===== src/design/stef_pkg.sv =====
package stef_pkg;

  // default vertex count and fixed vertex field width
  localparam int DEF_MAX_VERTICES = 1024;
  localparam int VERT_W           = 10;

  typedef enum logic [3:0] {
    ST_INIT,
    ST_IDLE,
    ST_CLEAR,
    ST_RANGE,
    ST_WALK_RD,
    ST_WALK,
    ST_COMP,
    ST_LINK,
    ST_OUT
  } stef_state_t;

  // controller to datapath
  typedef struct packed {
    logic load;
    logic clr_step;
    logic walk_start;
    logic walk_step;
    logic comp_step;
    logic save_ra;
    logic link;
    logic out_load;
  } stef_cmd_t;

  // datapath to controller
  typedef struct packed {
    logic is_root;
    logic comp_done;
    logic in_range;
    logic clr_last;
    logic sel_b;
    logic out_free;
  } stef_status_t;

endpackage


===== src/design/stef_ctrl.sv =====
module stef_ctrl (
  input  logic                 clk,
  input  logic                 rst_n,
  input  logic                 in_valid,
  input  logic                 in_new_graph,
  input  stef_pkg::stef_status_t sts,
  output stef_pkg::stef_cmd_t  cmd,
  output logic                 in_stall
);
  import stef_pkg::*;

  stef_state_t state_r;
  stef_state_t state_nxt;

  always_ff @(posedge clk) begin
    if (!rst_n) begin
      state_r <= ST_INIT;
    end else begin
      state_r <= state_nxt;
    end
  end

  always_comb begin
    state_nxt = state_r;
    unique case (state_r)
      ST_INIT: begin
        if (sts.clr_last) state_nxt = ST_IDLE;
      end
      ST_IDLE: begin
        if (in_valid) state_nxt = in_new_graph ? ST_CLEAR : ST_RANGE;
      end
      ST_CLEAR: begin
        if (sts.clr_last) state_nxt = ST_RANGE;
      end
      ST_RANGE: begin
        state_nxt = sts.in_range ? ST_WALK_RD : ST_OUT;
      end
      ST_WALK_RD: begin
        state_nxt = ST_WALK;
      end
      ST_WALK: begin
        if (sts.is_root) state_nxt = ST_COMP;
      end
      ST_COMP: begin
        if (sts.comp_done) state_nxt = sts.sel_b ? ST_LINK : ST_WALK_RD;
      end
      ST_LINK: begin
        state_nxt = ST_OUT;
      end
      ST_OUT: begin
        if (sts.out_free) state_nxt = ST_IDLE;
      end
      default: begin
        state_nxt = ST_INIT;
      end
    endcase
  end

  always_comb begin
    cmd      = '0;
    in_stall = 1'b1;
    unique case (state_r)
      ST_INIT, ST_CLEAR: begin
        cmd.clr_step = 1'b1;
      end
      ST_IDLE: begin
        in_stall = 1'b0;
        cmd.load = in_valid;
      end
      ST_RANGE: begin
      end
      ST_WALK_RD: begin
        cmd.walk_start = 1'b1;
      end
      ST_WALK: begin
        cmd.walk_step = 1'b1;
      end
      ST_COMP: begin
        cmd.comp_step = 1'b1;
        cmd.save_ra   = sts.comp_done & ~sts.sel_b;
      end
      ST_LINK: begin
        cmd.link = 1'b1;
      end
      ST_OUT: begin
        cmd.out_load = sts.out_free;
      end
      default: begin
      end
    endcase
  end

endmodule


===== config.mk =====
export PLATFORM = sky130hd
export DESIGN_NAME = stef_ctrl
export DESIGN_NICKNAME = d
export VERILOG_FILES = /design/src/design/stef_pkg.sv /design/src/design/stef_ctrl.sv
export SDC_FILE = /design/constraint.sdc
export NUM_CORES = 1
export LEC_CHECK = 0
export ABC_AREA = 1
export BUFFER_PORTS_ARGS = -buffer_cell sky130_fd_sc_hd__buf_2
export CAP_MARGIN = 20
export CORE_AREA = 5 5 42 44
export DETAILED_ROUTE_END_ITERATION = 8
export DIE_AREA = 0 0 47 49
export GPL_TIMING_DRIVEN = 0
export PLACE_DENSITY_LB_ADDON = 0.15
export REMOVE_ABC_BUFFERS = 1
export SLEW_MARGIN = 0
export SYNTH_ARGS = -nofsm -noshare
export SYNTH_HDL_FRONTEND = slang
export SYNTH_SLANG_ARGS = --single-unit

===== constraint.sdc =====
create_clock -name clk -period 1.15 [get_ports clk]
set_clock_uncertainty 0.05 [all_clocks]
set_input_delay 0.1725 -clock clk [delete_from_list [all_inputs] [get_ports clk]]
set_output_delay 0.1725 -clock clk [all_outputs]
set_load 0.03 [all_outputs]

==> results of run 1 <==
==> stage by stage <==
stage	TNS (ns)	std cells	hold WS [ns]
final	-1.93	112	0.131
after CTS	-2.04	111	0.124
after global routing	-2.81	112	0.130
after global placement	-1.38	102	0.380
after floorplan	-2.03	68	0.243
after detailed placement	-1.32	102	0.383
==> power by group through the flow <==
stage / Clock, mW / Sequential [mW] / Combinational (mW)
floorplan: 0 / 0.257 / 0.516
global placement: 0 / 0.284 / 0.653
detailed placement: 0 / 0.280 / 0.652
CTS: 0.180 / 0.281 / 0.899
global route: 0.191 / 0.316 / 1.03
finish: 0.170 / 0.302 / 0.947
==> timing repair <==
action | in CTS | in global routing
hold buffers | 0 | 0
setup buffers | 6 | 1
gates resized for setup | 24 | 13
pin swaps | 2 | 3
setup endpoints to repair | 11 | 12
==> cell type report <==
type	instances	share of cell area [%]
Timing Repair Buffer	25	27.7
Clock buffer	3	3.39
Inverter	17	10.4
Multi-Input combinational cell	47	41.6
Tap cell	16	3.01
Sequential cell	4	13.9
==> layer usage <==
layer	wire, um	GRT usage, %
met1	459	10.7
met2	599	15.6
met3	80	2.21
met4	0	6.91
met5	0	0
==> worst register-to-register path: stages (launching register included) <==
cell and delay [ns]:
sky130_fd_sc_hd__dfxtp_2 0.32, sky130_fd_sc_hd__inv_4 0.08, sky130_fd_sc_hd__nor2_4 0.05, sky130_fd_sc_hd__buf_4 0.12, sky130_fd_sc_hd__buf_4 0.12, sky130_fd_sc_hd__nand3_1 0.08
sky130_fd_sc_hd__nand3_1 0.08, sky130_fd_sc_hd__nor2_1 0.14, sky130_fd_sc_hd__nand2_1 0.06, sky130_fd_sc_hd__nand2_1 0.07, sky130_fd_sc_hd__nor2_2 0.03
==> synthesized netlist by cell type, drive strengths merged <==
cell type / n
inv: 17
o211ai: 1
nand3: 6
dfxtp: 4
nor3: 3
nand4: 2
a21oi: 2
nor2: 18
nand2: 13
o21a: 1
o21ai: 1
==> cells by family after synthesis <==
family                 count (synthesis)  synth area share, %
AO/OA/AOI/OAI                          5                 8.11
AND/OR/NAND/NOR                       42                 53.0
flip-flops                             4                 21.6
buffers and inverters                 17                 17.2
==> final timing paths <==
kind	startpoint	endpoint	depth (start not counted)
max	state_r[0]$_SDFFE_PN0P_	cmd[7]	7
min	rst_n	state_r[0]$_SDFFE_PN0P_	3
max reg2reg	state_r[2]$_SDFFE_PN0P_	state_r[1]$_SDFFE_PN0P_	10
min reg2reg	state_r[1]$_SDFFE_PN0P_	state_r[2]$_SDFFE_PN0P_	2
==> run_summary.xml, run 1 <==
<?xml version="1.0" encoding="UTF-8"?>
<metrics>
  <group name="run_status">
    <metric name="outcome" unit="">finished with violations</metric>
    <metric name="failing_checks" unit="">negative setup slack</metric>
  </group>
  <group name="layout">
    <metric name="syn_to_final_growth" unit="%">79.4</metric>
    <metric name="layout.cells.most_common" unit="">sky130_fd_sc_hd__buf_4</metric>
    <metric name="reg.largest.list" unit="">state_r (4)</metric>
    <metric name="final_instance_area" unit="um^2">664</metric>
    <metric name="regMostFlops" unit="">state_r</metric>
    <metric name="antenna-diode-count" unit="">0</metric>
    <metric name="layout.core_utilization" unit="%">47.4</metric>
    <metric name="num-nets-final" unit="">108</metric>
    <metric name="number_of_flip_flops_under_the_largest_register_name" unit="">4</metric>
    <metric name="seqCellArea" unit="um^2">92.6</metric>
    <metric name="fill_cells" unit="">158</metric>
    <metric name="final_layout_size_suffix_gt1_share" unit="%">54.2</metric>
    <metric name="most-common-layout-cells" unit="">11 x sky130_fd_sc_hd__buf_4, 10 x sky130_fd_sc_hd__nand2_1, 10 x sky130_fd_sc_hd__inv_1, 10 x sky130_fd_sc_hd__nor2_1, 9 x sky130_fd_sc_hd__buf_2</metric>
    <metric name="multi_input_gate_area_in_the_final_layout" unit="um^2">277</metric>
  </group>
  <group name="synthesis">
    <metric name="netlist_top_cells_area" unit="">sky130_fd_sc_hd__dfxtp_1 22%, sky130_fd_sc_hd__inv_1 12%, sky130_fd_sc_hd__nand2_1 12%</metric>
    <metric name="ys.warnings.count" unit="">0</metric>
    <metric name="synthDistinctLibCells" unit="">15</metric>
    <metric name="synthDominantCellAreaShare" unit="%">21.6</metric>
    <metric name="synth.cell_area" unit="um^2">370</metric>
    <metric name="synth-seq-area-share" unit="%">21.6</metric>
    <metric name="post-synth-top-area-cell" unit="">sky130_fd_sc_hd__dfxtp_1</metric>
    <metric name="synthCells" unit="">68</metric>
    <metric name="syn_area_per_cell" unit="um^2">5.45</metric>
    <metric name="synth.ff_latch_count" unit="">4</metric>
  </group>
  <group name="placement">
    <metric name="instance_area_after_placement" unit="um^2">480</metric>
    <metric name="dp_slack" unit="ns">-0.252</metric>
    <metric name="numPortBuffers" unit="">18</metric>
    <metric name="finalWeightedCongestion" unit="">0.731</metric>
    <metric name="dpl.hpwl" unit="um">823</metric>
  </group>
  <group name="detailed_routing">
    <metric name="drt_iter0_markers" unit="">4</metric>
    <metric name="wirelength_routed" unit="um">1140</metric>
    <metric name="dr_total_vias" unit="">503</metric>
    <metric name="drtPass1Iterations" unit="">4</metric>
    <metric name="drt-vias-per-instance" unit="">4.49</metric>
    <metric name="avgRoutedWirePerCell" unit="um">10.2</metric>
    <metric name="detail_route.drc_violations" unit="">0</metric>
    <metric name="antenna_violating_nets_post_route" unit="">0</metric>
  </group>
  <group name="power_and_ir_drop">
    <metric name="vdd_drop_max" unit="uV">897</metric>
    <metric name="power_frac_clock" unit="%">12.0</metric>
    <metric name="sequentialPowerShare" unit="%">21.3</metric>
    <metric name="netSwitchingPower" unit="mW">0.684</metric>
    <metric name="total_leakage_power" unit="nW">0.352</metric>
    <metric name="p_sw_share" unit="%">48.2</metric>
    <metric name="power.combinational.fraction" unit="%">66.8</metric>
    <metric name="report.power.total" unit="mW">1.42</metric>
    <metric name="internal_power" unit="mW">0.735</metric>
    <metric name="power_density" unit="nW/um^2">2140</metric>
  </group>
  <group name="timing">
    <metric name="unrepaired_setup_endpoints_after_global_routing" unit="">yes</metric>
    <metric name="achievable-frequency" unit="MHz">727</metric>
    <metric name="time_the_worst_path_needs_with_i_o_delays_and_setup" unit="ns">1.38</metric>
    <metric name="fin_worst_setup_slack" unit="ns">-0.226</metric>
    <metric name="drv_slew" unit="">0</metric>
    <metric name="max_slew.worst_pin.slew" unit="ns">0.223</metric>
    <metric name="timing.slew.headroom" unit="%">85.1</metric>
    <metric name="final_worst_path_period_share" unit="%">120</metric>
    <metric name="finalHoldViolCount" unit="">0</metric>
    <metric name="final-setup-viol-count" unit="">11</metric>
  </group>
  <group name="worst_setup_path">
    <metric name="worst_setup_path_end_kind" unit="">output pin</metric>
    <metric name="critPathBufInv" unit="">4</metric>
    <metric name="crit_path_start_kind" unit="">flop</metric>
    <metric name="timing.reg2reg.setup_slack" unit="ns">-0.16</metric>
    <metric name="worst_path_largest_cell_delay" unit="ns">0.38</metric>
    <metric name="crit_path_top_delay_cell" unit="">sky130_fd_sc_hd__dfxtp_4</metric>
    <metric name="arrival" unit="ns">1.15</metric>
    <metric name="critical_path_peak_fanout" unit="">4</metric>
    <metric name="cp_cell_sequence" unit="">inv_4, nor2_4, inv_2, nor2_4, inv_2, nor2_2, buf_6</metric>
    <metric name="worst-endpoint-required" unit="ns">0.93</metric>
    <metric name="crit_type" unit="">flop to output pin</metric>
    <metric name="critical_path.top_delay_family" unit="">flip-flops</metric>
  </group>
  <group name="cts">
    <metric name="cts.path.max_buffers" unit="">2</metric>
    <metric name="htreeDepth" unit="">1</metric>
    <metric name="worst_skew_pair.late_latency" unit="ns">0.23</metric>
    <metric name="cts_tree" unit="">built</metric>
    <metric name="cts.root.buffer_cell" unit="">sky130_fd_sc_hd__clkbuf_4</metric>
    <metric name="cts-buffers-inserted" unit="">3</metric>
    <metric name="worst_setup_hold_path_clk_slew" unit="ns">0.04</metric>
    <metric name="numClockSinks" unit="">4</metric>
  </group>
  <group name="global_route">
    <metric name="gr-usage-all-layers" unit="%">9.77</metric>
    <metric name="grt_antenna_before_repair" unit="">0</metric>
    <metric name="grt_pass1_wl" unit="um">1590</metric>
    <metric name="grt_start_max_net_pins" unit="">8</metric>
    <metric name="first_global_vias" unit="">413</metric>
    <metric name="global_route.overflow_total" unit="">0</metric>
  </group>
  <group name="floorplan">
    <metric name="io_pins" unit="">19</metric>
    <metric name="placement_rows" unit="">14</metric>
    <metric name="dieArea" unit="um^2">2300</metric>
    <metric name="floorplan.initialDensity" unit="%">26.4</metric>
    <metric name="fp.dieW" unit="um">47</metric>
    <metric name="die_y" unit="um">49</metric>
    <metric name="core_area" unit="um^2">1400</metric>
  </group>
  <group name="run">
    <metric name="cap_violations" unit="">0</metric>
  </group>
  <group name="hold_path">
    <metric name="hold_path.class" unit="">primary input to flop</metric>
  </group>
</metrics>
Power figures use the tool's default switching activity.
==> inputs of run 2 (changes only) <==
SKIP_CTS_REPAIR_TIMING = 1   (was not set)
==> run_summary.xml, run 2 (same netlist as run 1, synthesis figures left out) <==
<?xml version="1.0" encoding="UTF-8"?>
<metrics>
  <group name="floorplan">
    <metric name="io_pins" unit="">19</metric>
    <metric name="dieArea" unit="um^2">2300</metric>
    <metric name="die_y" unit="um">49</metric>
    <metric name="core_area" unit="um^2">1400</metric>
    <metric name="floorplan.initialDensity" unit="%">26.4</metric>
    <metric name="fp.dieW" unit="um">47</metric>
    <metric name="placement_rows" unit="">14</metric>
  </group>
  <group name="global_route">
    <metric name="first_global_vias" unit="">393</metric>
    <metric name="global_route.overflow_total" unit="">0</metric>
    <metric name="grt_pass1_wl" unit="um">1480</metric>
    <metric name="grt_antenna_before_repair" unit="">0</metric>
    <metric name="gr-usage-all-layers" unit="%">9.00</metric>
    <metric name="grt_start_max_net_pins" unit="">8</metric>
  </group>
  <group name="timing">
    <metric name="time_the_worst_path_needs_with_i_o_delays_and_setup" unit="ns">1.41</metric>
    <metric name="timing.slew.headroom" unit="%">84.8</metric>
    <metric name="max_slew.worst_pin.slew" unit="ns">0.227</metric>
    <metric name="final-setup-viol-count" unit="">11</metric>
    <metric name="drv_slew" unit="">0</metric>
    <metric name="achievable-frequency" unit="MHz">707</metric>
    <metric name="finalHoldViolCount" unit="">0</metric>
    <metric name="unrepaired_setup_endpoints_after_global_routing" unit="">yes</metric>
    <metric name="fin_worst_setup_slack" unit="ns">-0.264</metric>
    <metric name="final_worst_path_period_share" unit="%">123</metric>
  </group>
  <group name="placement">
    <metric name="finalWeightedCongestion" unit="">0.731</metric>
    <metric name="dp_slack" unit="ns">-0.252</metric>
    <metric name="dpl.hpwl" unit="um">823</metric>
    <metric name="numPortBuffers" unit="">18</metric>
  </group>
  <group name="layout">
    <metric name="most-common-layout-cells" unit="">11 x sky130_fd_sc_hd__nand2_1, 11 x sky130_fd_sc_hd__buf_2, 10 x sky130_fd_sc_hd__inv_1, 10 x sky130_fd_sc_hd__nor2_1, 7 x sky130_fd_sc_hd__buf_4</metric>
    <metric name="antenna-diode-count" unit="">0</metric>
    <metric name="syn_to_final_growth" unit="%">67.9</metric>
    <metric name="num-nets-final" unit="">105</metric>
    <metric name="reg.largest.list" unit="">state_r (4)</metric>
    <metric name="regMostFlops" unit="">state_r</metric>
    <metric name="number_of_flip_flops_under_the_largest_register_name" unit="">4</metric>
    <metric name="final_layout_size_suffix_gt1_share" unit="%">51.6</metric>
  </group>
  <group name="detailed_routing">
    <metric name="drtPass1Iterations" unit="">4</metric>
    <metric name="drt-vias-per-instance" unit="">4.47</metric>
    <metric name="avgRoutedWirePerCell" unit="um">9.97</metric>
    <metric name="wirelength_routed" unit="um">1090</metric>
    <metric name="dr_total_vias" unit="">487</metric>
    <metric name="antenna_violating_nets_post_route" unit="">0</metric>
    <metric name="drt_iter0_markers" unit="">6</metric>
    <metric name="detail_route.drc_violations" unit="">0</metric>
  </group>
  <group name="power_and_ir_drop">
    <metric name="total_leakage_power" unit="nW">0.329</metric>
    <metric name="power_density" unit="nW/um^2">2110</metric>
    <metric name="netSwitchingPower" unit="mW">0.647</metric>
    <metric name="power_frac_clock" unit="%">12.8</metric>
    <metric name="sequentialPowerShare" unit="%">22.1</metric>
    <metric name="vdd_drop_max" unit="uV">852</metric>
    <metric name="internal_power" unit="mW">0.668</metric>
    <metric name="power.combinational.fraction" unit="%">65.1</metric>
    <metric name="p_sw_share" unit="%">49.2</metric>
    <metric name="report.power.total" unit="mW">1.31</metric>
  </group>
  <group name="cts">
    <metric name="cts.path.max_buffers" unit="">2</metric>
    <metric name="worst_setup_hold_path_clk_slew" unit="ns">0.04</metric>
    <metric name="htreeDepth" unit="">1</metric>
    <metric name="worst_skew_pair.late_latency" unit="ns">0.23</metric>
    <metric name="numClockSinks" unit="">4</metric>
    <metric name="cts.root.buffer_cell" unit="">sky130_fd_sc_hd__clkbuf_4</metric>
    <metric name="cts_tree" unit="">built</metric>
    <metric name="cts-buffers-inserted" unit="">3</metric>
  </group>
  <group name="run">
    <metric name="cap_violations" unit="">0</metric>
  </group>
  <group name="run_status">
    <metric name="outcome" unit="">finished with violations</metric>
    <metric name="failing_checks" unit="">negative setup slack</metric>
  </group>
  <group name="worst_setup_path">
    <metric name="crit_type" unit="">flop to output pin</metric>
    <metric name="arrival" unit="ns">1.19</metric>
    <metric name="worst_setup_path_end_kind" unit="">output pin</metric>
    <metric name="critical_path_peak_fanout" unit="">4</metric>
    <metric name="crit_path_start_kind" unit="">flop</metric>
    <metric name="worst_r2r_path_depth" unit="">8</metric>
    <metric name="worst-endpoint-required" unit="ns">0.93</metric>
  </group>
  <group name="hold_path">
    <metric name="number_of_stages_on_the_worst_hold_path" unit="">3</metric>
    <metric name="hold_path.class" unit="">primary input to flop</metric>
  </group>
</metrics>
-- run 2: worst max-delay path, stage by stage, from the launching register on --
cell and delay (ns):
sky130_fd_sc_hd__dfxtp_4 0.36, sky130_fd_sc_hd__inv_2 0.05, sky130_fd_sc_hd__nor2_4 0.11, sky130_fd_sc_hd__inv_2 0.06
sky130_fd_sc_hd__nor2_4 0.09, sky130_fd_sc_hd__inv_2 0.05, sky130_fd_sc_hd__nor2_2 0.11, sky130_fd_sc_hd__buf_6 0.13
-- run 2: layout make-up --
class                           count  area (um^2)
Inverter                           17         68.8
Sequential cell                     4         92.6
Multi-Input combinational cell     47          269
Fill cell                         162          779
Clock buffer                        3         22.5
Timing Repair Buffer               22          149
Tap cell                           16         20.0
-- run 2: final timing paths --
path,slack [ns],end,startpoint
max,-0.26,cmd[7],state_r[0]$_SDFFE_PN0P_
min,0.13,state_r[0]$_SDFFE_PN0P_,rst_n
max reg2reg,-0.08,state_r[1]$_SDFFE_PN0P_,state_r[2]$_SDFFE_PN0P_
min reg2reg,0.51,state_r[2]$_SDFFE_PN0P_,state_r[1]$_SDFFE_PN0P_
-- run 2: power groups by stage --
| stage | Sequential (mW) | Clock (mW) | Combinational, mW |
|---|---|---|---|
| 3_5_place_dp | 0.280 | 0 | 0.652 |
| 5_1_grt | 0.297 | 0.191 | 0.939 |
| 3_3_place_gp | 0.284 | 0 | 0.653 |
| 4_1_cts | 0.277 | 0.180 | 0.654 |
| 2_1_floorplan | 0.257 | 0 | 0.516 |
| 6_report | 0.290 | 0.169 | 0.856 |
-- run 2: layer usage --
metal  track usage (%)  vias up  part of all wire (%)
met2              13.3       13                    54
met5                 0        -                     0
met3              2.21        0                   6.1
li1                  -      261                     -
met4              6.91        0                     0
met1              10.5      213                    40
-- run 2: per-stage QoR --
stage / area (um^2) / cells / setup TNS [ns] / util, % / hold slack [ns]
finish: 622 / 109 / -1.93 / 44.4 / 0.132
global route: 622 / 109 / -2.89 / 44.4 / 0.130
CTS: 503 / 105 / -3.49 / 35.9 / 0.133
detailed placement: 480 / 102 / -1.32 / 34.3 / 0.383
global placement: 480 / 102 / -1.38 / 34.3 / 0.380
floorplan: 370 / 68 / -2.03 / - / 0.243
